File: src/hdl/ssd_pkg.sv
// Shared types, codes and the glyph font for the seven-segment scan driver.
// No dependencies; every other file of the block imports this package.
package ssd_pkg;

    localparam int DIGIT_COUNT_DEFAULT = 8;
    localparam int SLOT_COUNT          = 8;
    localparam int POS_W               = 3;
    localparam int CODE_W              = 6;
    localparam int SEG_W               = 8;
    localparam int FONT_SIZE           = 43;

    localparam logic [CODE_W-1:0] BLANK_CODE = 6'd16;

    typedef logic [POS_W-1:0]  t_pos;
    typedef logic [CODE_W-1:0] t_code;
    typedef logic [SEG_W-1:0]  t_seg;

    // Command codes carried in the one-bit command field.
    localparam logic CMD_TICK  = 1'b0;
    localparam logic CMD_WRITE = 1'b1;

    // Active-high font: segments a..g in bits 0..6, decimal point in bit 7.
    localparam t_seg FONT [FONT_SIZE] = '{
        8'h3F, 8'h06, 8'h5B, 8'h4F, 8'h66, 8'h6D, 8'h7D, 8'h07,
        8'h7F, 8'h6F, 8'h77, 8'h7C, 8'h39, 8'h5E, 8'h79, 8'h71,
        8'h00, 8'h40, 8'h76, 8'h1E, 8'h70, 8'h38, 8'h37, 8'h5C,
        8'h73, 8'h3E, 8'h78, 8'h3D, 8'h67, 8'h50, 8'h37, 8'h6E,
        8'hBF, 8'h86, 8'hDB, 8'hCF, 8'hE6, 8'hED, 8'hFD, 8'h87,
        8'hFF, 8'hEF, 8'h46
    };

    // Codes past the end of the font show nothing.
    function automatic t_seg glyph_pattern(input t_code code);
        t_seg pat;
        pat = '0;
        if (code < CODE_W'(FONT_SIZE)) begin
            pat = FONT[code];
        end
        return pat;
    endfunction

endpackage

File: src/hdl/ssd_render.sv
// Turns a glyph code and a scan position into active-low display drive.
// Depends on ssd_pkg for the font and types.
module ssd_render import ssd_pkg::*; (
    input  t_code i_code,
    input  t_pos  i_pos,
    output t_seg  o_segment_drive,
    output t_seg  o_digit_select
);

    assign o_segment_drive = ~glyph_pattern(i_code);
    // Position 0 drives the top bit low.
    assign o_digit_select  = ~(t_seg'(8'h80) >> i_pos);

endmodule

File: config.mk
export PLATFORM = sky130hd
export DESIGN_NAME = ssd_render
export DESIGN_NICKNAME = d
export VERILOG_FILES = /design/src/hdl/ssd_pkg.sv /design/src/hdl/ssd_render.sv
export SDC_FILE = /design/constraint.sdc
export NUM_CORES = 1
export LEC_CHECK = 0
export ABC_AREA = 1
export BUFFER_PORTS_ARGS = -buffer_cell sky130_fd_sc_hd__buf_2
export CAP_MARGIN = 20
export CORE_AREA = 2 2 39 41
export DETAILED_ROUTE_END_ITERATION = 10
export DIE_AREA = 0 0 41 43
export GPL_TIMING_DRIVEN = 0
export PLACE_DENSITY_LB_ADDON = 0.12
export SKIP_LAST_GASP = 1
export SLEW_MARGIN = 20
export SYNTH_ARGS = -nofsm -noshare
export SYNTH_HDL_FRONTEND = slang
export SYNTH_SLANG_ARGS = --single-unit
File: constraint.sdc
create_clock -name vclk -period 1.86
set_clock_uncertainty 0.05 [all_clocks]
set_input_delay 0.372 -clock vclk [all_inputs]
set_output_delay 0.372 -clock vclk [all_outputs]
set_load 0.02 [all_outputs]
==> results of run 1 <==
[worst paths after layout]
| check | startpoint | end | depth (start not counted) |
|---|---|---|---|
| worst max-delay path | i_code[0] | o_segment_drive[4] | 9 |
| worst min-delay path | i_pos[2] | o_digit_select[0] | 3 |
[power breakdown]
part / total (µW) / switching (µW) / leakage (µW) / internal [µW]
combinational: 258 / 161 / 0.000508 / 97.6
clock: 0 / 0 / 0 / 0
sequential: 0 / 0 / 0 / 0
[synth_stat cells, drive strengths merged]
| cell type | instances |
|---|---|
| buf | 3 |
| o21ai | 7 |
| inv | 16 |
| nor3 | 1 |
| nor2 | 16 |
| nand2 | 53 |
| o21a | 1 |
| ha | 7 |
| nand3 | 31 |
| a21oi | 2 |
| nand3b | 1 |
[timing repair]
item	in CTS	in global routing
pin swaps	2	1
endpoints found under the hold margin	0	0
resized for setup	18	26
endpoints found under the setup margin	7	7
cloned	0	0
[metrics by stage]
step / TNS [ns] / worst slack, ns / hold WS, ns
after global routing: -0.1218 / -0.06577 / 1.050
after CTS: 0 / 0.003865 / 1.034
final: -0.01088 / -0.01088 / 1.033
after detailed placement: -0.9114 / -0.1977 / 1.034
after floorplan: 0 / 0.05732 / 0.8535
after global placement: -0.8840 / -0.1861 / 1.028
[routing by layer]
layer  wire length (µm)  track usage, %
met2               1183           40.00
met3                129           3.141
met4                  6           6.000
met5                  0               0
met1                842           31.33
[cells by family after synthesis]
kind of cell | Yosys count | share of synthesized area [%]
AOI/OAI and AO/OA | 10 | 8.092
and+or+nand+nor | 102 | 65.70
adders and majority gates | 7 | 13.49
buffers and inverters | 19 | 12.72
[cell type report]
cell class,count,area (µm²)
Fill cell,129,420.4
Multi-Input combinational cell,119,663.1
Tap cell,16,20.02
Buffer,3,33.78
Timing Repair Buffer,25,166.4
Inverter,16,80.08
==> impl_metrics.tcl, run 1 <==
set metrics [dict create \
    postLayoutSetupSlackWorst_ns -0.01088 \
    post_route_cells_drive_above_1_share_pct 27.61 \
    core_region_area_um2 1384 \
    synth_area_leader_cell "sky130_fd_sc_hd__nand2_1" \
    die_h_um 43 \
    seq_cells 0 \
    placement.cell_area_um2 794.5 \
    syn-num-nets 154 \
    hold_violations 0 \
    timing.hold.worst.class "in2out" \
    worst_path_largest_cell_delay_ns 0.21 \
    global_route_wire_length_before_repair_um 3194 \
    finalNonFillerCells 179 \
    top_level_i_o_count 25 \
    worst_path_max_delay_cell "sky130_fd_sc_hd__ha_1" \
    postSynthCellCount 138 \
    timing.final.crit_share_pct 100.6 \
    clock.fmax_mhz 534.5 \
    failed_checks "negative setup slack" \
    rows 14 \
    clock_buffer_count 0 \
    firstDrtPassIters 4 \
    outcome "finished, violations left" \
    sequential_share_of_the_synthesized_area_pct 0 \
    synth_area_leaders "sky130_fd_sc_hd__nand2_1 (31%), sky130_fd_sc_hd__nand3_1 (24%), sky130_fd_sc_hd__ha_1 (13%), sky130_fd_sc_hd__nor2_1 (9.2%), sky130_fd_sc_hd__inv_1 (8.7%)" \
    timing.critical_path.from_type "input port" \
    max_cap_violations 0 \
    avgViaCountPerCell 5.564 \
    setup.worst_path.end_class "output pin" \
    drt_wl_total_um 2162 \
    most_frequent_cells_in_the_layout "sky130_fd_sc_hd__nand2_1 (51), sky130_fd_sc_hd__nand3_1 (29), sky130_fd_sc_hd__buf_2 (20)" \
    post-cts-setup-buffer-count 0 \
    cts-hold-fix-buffers 0 \
    num-nets-final 181 \
    cp_top_family "buffers and inverters" \
    synth_top_area_share_pct 30.64 \
    initial_utilization_pct 46.93 \
    worst_slew_margin_relative_to_its_limit_pct 84.81 \
    crit_required_ns 1.44 \
    finalInstanceArea_um2 963.4 \
    path_buf_inv 3 \
    layout_commonest_cell "sky130_fd_sc_hd__nand2_1" \
    number_of_antenna_violations_at_the_first_check_in_global_routing 0 \
    max_slew.worst_pin.slew_ns 0.2255 \
    setup.worst_path.class "in2out" \
    area_growth_pct 48.36 \
    gpl.final_weighted_congestion 0.9568 \
    finish.utilization_pct 69.62 \
    grt-ovfl-total 0 \
    via_count 996 \
    grt_start_max_net_pins 11 \
    ir_worst_vdd_mv 0.1352 \
    leakage_uw 0.0005083 \
    synth_cell_type_count 12 \
    wl_per_cell_um 12.08 \
    p_per_area_nw_per_um2 268.1 \
    die_area_um2 1763 \
    antenna_violating_nets_post_route 0 \
    port_buffers 25 \
    crit_chain "buf_12, inv_8, ha_1, nor2_2, nand2_1, o21ai_0, o21ai_0, nand2_1, buf_2" \
    critical_path_peak_fanout 7 \
    detail_route.iter0.violations 34 \
    grt_pass1_vias 811 \
    globalRouteTotalUtil_pct 24.18 \
    netlist_area_um2 649.4 \
    synthesis_warning_total 0 \
    post-dp-hpwl_um 1518 \
    place.detailed.instances 179 \
    p_total_uw 258.3 \
    period_needed_ns 1.871 \
    slew_violations 0 \
    antenna_cells 0 \
    register_area_um2 0 \
    die_span_x_um 41 \
    count_of_endpoints_failing_setup_in_the_final_report 1 \
    cp_data_arrival_time_ns 1.45 \
    drc 0 \
    post_synthesis_mean_instance_area_um2 4.706 \
]
Note: power is estimated with default switching activity, not from simulation.
==> inputs of run 2 (changes only) <==
--- a/config.mk
+++ b/config.mk
@@ -5,14 +5,14 @@
 export SDC_FILE = /design/constraint.sdc
 export NUM_CORES = 1
 export LEC_CHECK = 0
-export ABC_AREA = 1
 export BUFFER_PORTS_ARGS = -buffer_cell sky130_fd_sc_hd__buf_2
 export CAP_MARGIN = 20
-export CORE_AREA = 2 2 39 41
+export CORE_MARGIN = 2
+export CORE_UTILIZATION = 53
 export DETAILED_ROUTE_END_ITERATION = 10
-export DIE_AREA = 0 0 41 43
 export GPL_TIMING_DRIVEN = 0
 export PLACE_DENSITY_LB_ADDON = 0.12
+export REMOVE_ABC_BUFFERS = 1
 export SKIP_LAST_GASP = 1
 export SLEW_MARGIN = 20
 export SYNTH_ARGS = -nofsm -noshare
==> run 2 against run 1 <==
Effect of this change:
- highest routed layer is now met3
- hold slack is essentially flat
- utilization rose by 4.1 points
- critical endpoint is now o_segment_drive[1]
- largest cell class unchanged
- fmax shrank 6.8%
- the flow still finishes with violations (negative setup slack)
- global-route usage rose by 2.8 points
==> impl_metrics.tcl, run 2 <==
set metrics [dict create \
    rsz0062_at_grt "yes" \
    post-dp-hpwl_um 1405 \
    p_per_area_nw_per_um2 274.3 \
    clock_buffer_count 0 \
    num-nets-final 147 \
    clock.fmax_mhz 498.1 \
    sequential_share_of_the_synthesized_area_pct 0 \
    grt-ovfl-total 0 \
    core_region_area_um2 1269 \
    synth_area_leaders "sky130_fd_sc_hd__ha_1 (13%), sky130_fd_sc_hd__o21ai_0 (8.6%), sky130_fd_sc_hd__buf_6 (6.5%), sky130_fd_sc_hd__nand2_1 (6.5%), sky130_fd_sc_hd__a21oi_1 (5.7%)" \
    detail_route.iter0.violations 29 \
    timing.critical_path.from_type "input port" \
    slew_violations 0 \
    area_growth_pct 34.29 \
    rows 13 \
    post_synthesis_mean_instance_area_um2 6.766 \
    synth_cell_type_count 39 \
    leakage_uw 0.0003921 \
    period_needed_ns 2.008 \
    cts-hold-fix-buffers 0 \
    timing.final.crit_share_pct 107.9 \
    postSynthCellCount 103 \
    finalInstanceArea_um2 935.9 \
    global_route_wire_length_before_repair_um 3153 \
    setup.worst_path.class "in2out" \
    layout_commonest_cell "sky130_fd_sc_hd__buf_2" \
    top_level_i_o_count 25 \
    finalNonFillerCells 144 \
    most_frequent_cells_in_the_layout "sky130_fd_sc_hd__buf_2 (16), sky130_fd_sc_hd__buf_4 (14), sky130_fd_sc_hd__nand2_1 (12)" \
    die_area_um2 1621 \
    globalRouteTotalUtil_pct 26.93 \
    antenna_cells 0 \
    antenna_violating_nets_post_route 0 \
    n_fill_cell 103 \
    avgViaCountPerCell 6.542 \
    post_route_cells_drive_above_1_share_pct 37.98 \
    synth_top_area_share_pct 12.57 \
    failed_checks "negative setup slack" \
    wl_per_cell_um 14.72 \
    place.detailed.instances 136 \
    grt_pass1_vias 751 \
    place_worst_setup_slack_ns -0.4779 \
    drt_wl_total_um 2119 \
    synth_commonest_cells "sky130_fd_sc_hd__nand2_1 (12), sky130_fd_sc_hd__o21ai_0 (12), sky130_fd_sc_hd__a21oi_1 (8)" \
    initial_utilization_pct 54.93 \
    grt_start_max_net_pins 27 \
    netlist_area_um2 696.9 \
    cp_data_arrival_time_ns 1.59 \
    die_span_x_um 40.26 \
    die_h_um 40.26 \
    firstDrtPassIters 4 \
    timing.hold.worst.class "in2out" \
    crit_required_ns 1.44 \
    setup.worst_path.end_class "output pin" \
    critical_path_peak_fanout 5 \
    register_area_um2 0 \
    count_of_endpoints_failing_setup_in_the_final_report 7 \
    synthesis_warning_total 0 \
    via_count 942 \
    worst_slew_margin_relative_to_its_limit_pct 81.38 \
    drc 0 \
    max_cap_violations 0 \
    seq_cells 0 \
    postLayoutSetupSlackWorst_ns -0.1475 \
    max_slew.worst_pin.slew_ns 0.2763 \
    gpl.final_weighted_congestion 0.8932 \
    ir_worst_vdd_mv 0.1524 \
    hold_violations 0 \
    synth_area_leader_cell "sky130_fd_sc_hd__ha_1" \
    outcome "finished, violations left" \
    placement.cell_area_um2 778.2 \
    port_buffers 25 \
    number_of_antenna_violations_at_the_first_check_in_global_routing 0 \
]
## run 2: cells by family (layout without fill, tap and decap cells)
family                   count (synthesis)  in the layout  synth area share, %
AO/OA/AOI/OAI                           42             42                42.37
AND/OR/NAND/NOR                         39             39                29.98
adder cells (fa/ha/maj)                  7              7                12.57
buffers and inverters                   13             39                12.21
multiplexers                             2              2                2.873
## run 2: routing by layer
layer,track usage [%],wire length (µm),up-vias
li1,-,-,439
met1,36.36,901,433
met2,46.37,1005,70
met3,2.222,212,0
met4,5.000,0,0
met5,0,0,-
## run 2: per-stage QoR
stage	TNS (ns)	power (µW)	utilization, %	hold WS (ns)
final	-0.6198	256.7	73.77	1.033
after floorplan	-0.4024	128.4	-	0.8106
after global placement	-2.303	204.0	61.34	1.027
after global routing	-1.073	276.9	73.77	1.053
after CTS	-0.5574	243.4	71.89	1.036
after detailed placement	-2.490	206.8	61.34	1.037
## run 2: final cells by class
class | instances | area (µm²) | share of cell area [%]
Timing Repair Buffer | 33 | 236.5 | 25.27
Multi-Input combinational cell | 90 | 648.1 | 69.25
Inverter | 6 | 32.53 | 3.476
Tap cell | 15 | 18.77 | 2.005
## run 2: critical path: stages
cell	delay [ns]
sky130_fd_sc_hd__buf_12	0.09
sky130_fd_sc_hd__inv_8	0.04
sky130_fd_sc_hd__ha_4	0.27
sky130_fd_sc_hd__or3b_1	0.36
sky130_fd_sc_hd__a21oi_2	0.12
sky130_fd_sc_hd__a21oi_1	0.05
sky130_fd_sc_hd__o211ai_1	0.11
sky130_fd_sc_hd__buf_4	0.17
## run 2: final timing paths
check             startpoint                 end  slack, ns  cells after the start
setup / recovery   i_code[0]  o_segment_drive[1]      -0.15                      8
hold / removal      i_pos[1]   o_digit_select[5]       1.03                      3
## run 2: what timing repair did
item                                    in CTS  in global routing
buffers inserted                             7                  1
pin swaps                                    4                  0
resized for setup                           27                  6
endpoints found under the hold margin        0                  0
endpoints found under the setup margin       8                  7
gates cloned                                 0                  0
## run 2: power by group
group	total, µW	switching (µW)	internal, µW
sequential	0	0	0
clock	0	0	0
combinational	257	146	111
total	257	146	111
==> inputs of run 3 (changes only) <==
--- a/config.mk
+++ b/config.mk
@@ -13,6 +13,7 @@
 export GPL_TIMING_DRIVEN = 0
 export PLACE_DENSITY_LB_ADDON = 0.12
 export REMOVE_ABC_BUFFERS = 1
+export SETUP_SLACK_MARGIN = 0.05
 export SKIP_LAST_GASP = 1
 export SLEW_MARGIN = 20
 export SYNTH_ARGS = -nofsm -noshare
==> run 3 against run 2 <==
Effect of this change:
- the run still ends with negative setup slack left
- critical path depth increased by 1
- die area unchanged
- clock-buffer cell count stayed put
- fmax down 0.48%
==> impl_metrics.tcl, run 3 (synthesized netlist as in run 2, its figures left out) <==
set metrics [dict create \
    ir_worst_vdd_mv 0.1539 \
    p_per_area_nw_per_um2 281.0 \
    top_level_i_o_count 25 \
    number_of_antenna_violations_at_the_first_check_in_global_routing 0 \
    leakage_uw 0.0004304 \
    port_buffers 25 \
    path_depth 9 \
    slew_violations 0 \
    layout_commonest_cell "sky130_fd_sc_hd__buf_4" \
    critical_path_peak_fanout 4 \
    die_area_um2 1621 \
    worst_path_largest_cell_delay_ns 0.30 \
    detail_route.iter0.violations 73 \
    path_buf_inv 4 \
    timing.final.crit_share_pct 108.5 \
    area_growth_pct 49.55 \
    worst_path_max_delay_cell "sky130_fd_sc_hd__a311oi_2" \
    avgViaCountPerCell 6.619 \
    timing.critical_path.from_type "input port" \
    setup.worst_path.end_class "output pin" \
    period_needed_ns 2.017 \
    wl_per_cell_um 15.99 \
    initial_utilization_pct 54.93 \
    grt-ovfl-total 0 \
    global_route_wire_length_before_repair_um 3367 \
    drc 0 \
    failed_checks "negative setup slack" \
    drt_wl_total_um 2351 \
    routed.top_layer "met4" \
    antenna_cells 0 \
    met3RoutedLength_um 206 \
    max_cap_violations 0 \
    cpMostUsedCell "sky130_fd_sc_hd__buf_4" \
    n_fill_cell 82 \
    grt_start_max_net_pins 27 \
    globalRouteTotalUtil_pct 28.98 \
    antenna_violating_nets_post_route 0 \
    num-nets-final 150 \
    max_slew.worst_pin.slew_ns 0.2745 \
    firstDrtPassIters 5 \
    hold-worst-slack_ns 1.032 \
    cp_top_family "buffers and inverters" \
    rows 13 \
    hold_violations 0 \
    postLayoutSetupSlackWorst_ns -0.1572 \
    clock.fmax_mhz 495.7 \
    crit_chain "buf_12, inv_8, ha_4, buf_4, nor2b_4, nor2_2, a311oi_2, a211oi_2, buf_4" \
    outcome "finished, violations left" \
    via_count 973 \
    route.met2.wl_um 1113 \
    seq_cells 0 \
    whs_path_depth 3 \
    die_h_um 40.26 \
    die_span_x_um 40.26 \
    clock_buffer_count 0 \
    p_total_uw 292.9 \
    rsz0062_at_grt "yes" \
    worst_slew_margin_relative_to_its_limit_pct 81.70 \
    timing.hold.worst.class "in2out" \
    most_frequent_cells_in_the_layout "sky130_fd_sc_hd__buf_4 (15), sky130_fd_sc_hd__buf_2 (13), sky130_fd_sc_hd__nand2_1 (10)" \
    grt_pass1_vias 813 \
    register_area_um2 0 \
    detail_route.wirelength.met1_um 989 \
    post-dp-hpwl_um 1405 \
    crit_required_ns 1.44 \
    cp_data_arrival_time_ns 1.60 \
    post_route_cells_drive_above_1_share_pct 46.21 \
    finish.utilization_pct 82.15 \
    core_region_area_um2 1269 \
    count_of_endpoints_failing_setup_in_the_final_report 7 \
    setup.worst_path.class "in2out" \
    gpl.final_weighted_congestion 0.8932 \
    cts-hold-fix-buffers 0 \
]
==> run 3: final timing paths <==
kind      start                 end  slack (ns)
min    i_pos[1]   o_digit_select[5]        1.03
max   i_code[1]  o_segment_drive[0]       -0.16
==> run 3: power breakdown <==
part / switching [µW] / total, µW / internal, µW
registers: 0 / 0 / 0
clock network: 0 / 0 / 0
logic: 160 / 293 / 133
==> run 3: repair_timing <==
action / 4_1_cts / 5_1_grt
setup endpoints to repair: 8 / 7
buffers inserted: 10 / 1
pin swaps: 6 / 3
resized for setup: 34 / 22
==> run 3: worst min-delay path: cells and delay by family <==
kind,cells,cell delay [ns]
buffers and inverters,2,0.29
AND/OR/NAND/NOR,1,0.05
==> run 3: stage by stage <==
stage                     area, µm²  std cells  TNS (ns)  setup WS [ns]
after floorplan               634.4         96   -0.4024        -0.1214
after global placement        778.2        136    -2.303        -0.4535
after detailed placement      778.2        136    -2.490        -0.4779
after CTS                     965.9        146   -0.6083        -0.1565
after global routing           1042        147    -1.293        -0.2154
final                          1042        147   -0.8468        -0.1572
==> run 3: area by class of cell <==
| class | count | area, µm² | area share, % |
|---|---|---|---|
| inverter | 6 | 37.54 | 3.601 |
| multi-input combinational | 90 | 704.4 | 67.59 |
| tap | 15 | 18.77 | 1.801 |
| timing repair buffer | 36 | 281.5 | 27.01 |
==> run 3: metal layers <==
metal / global-route usage [%] / up-vias
met5: 0 / -
met4: 12.50 / 0
met3: 3.889 / 6
met2: 47.98 / 63
met1: 37.01 / 456
li1: - / 448
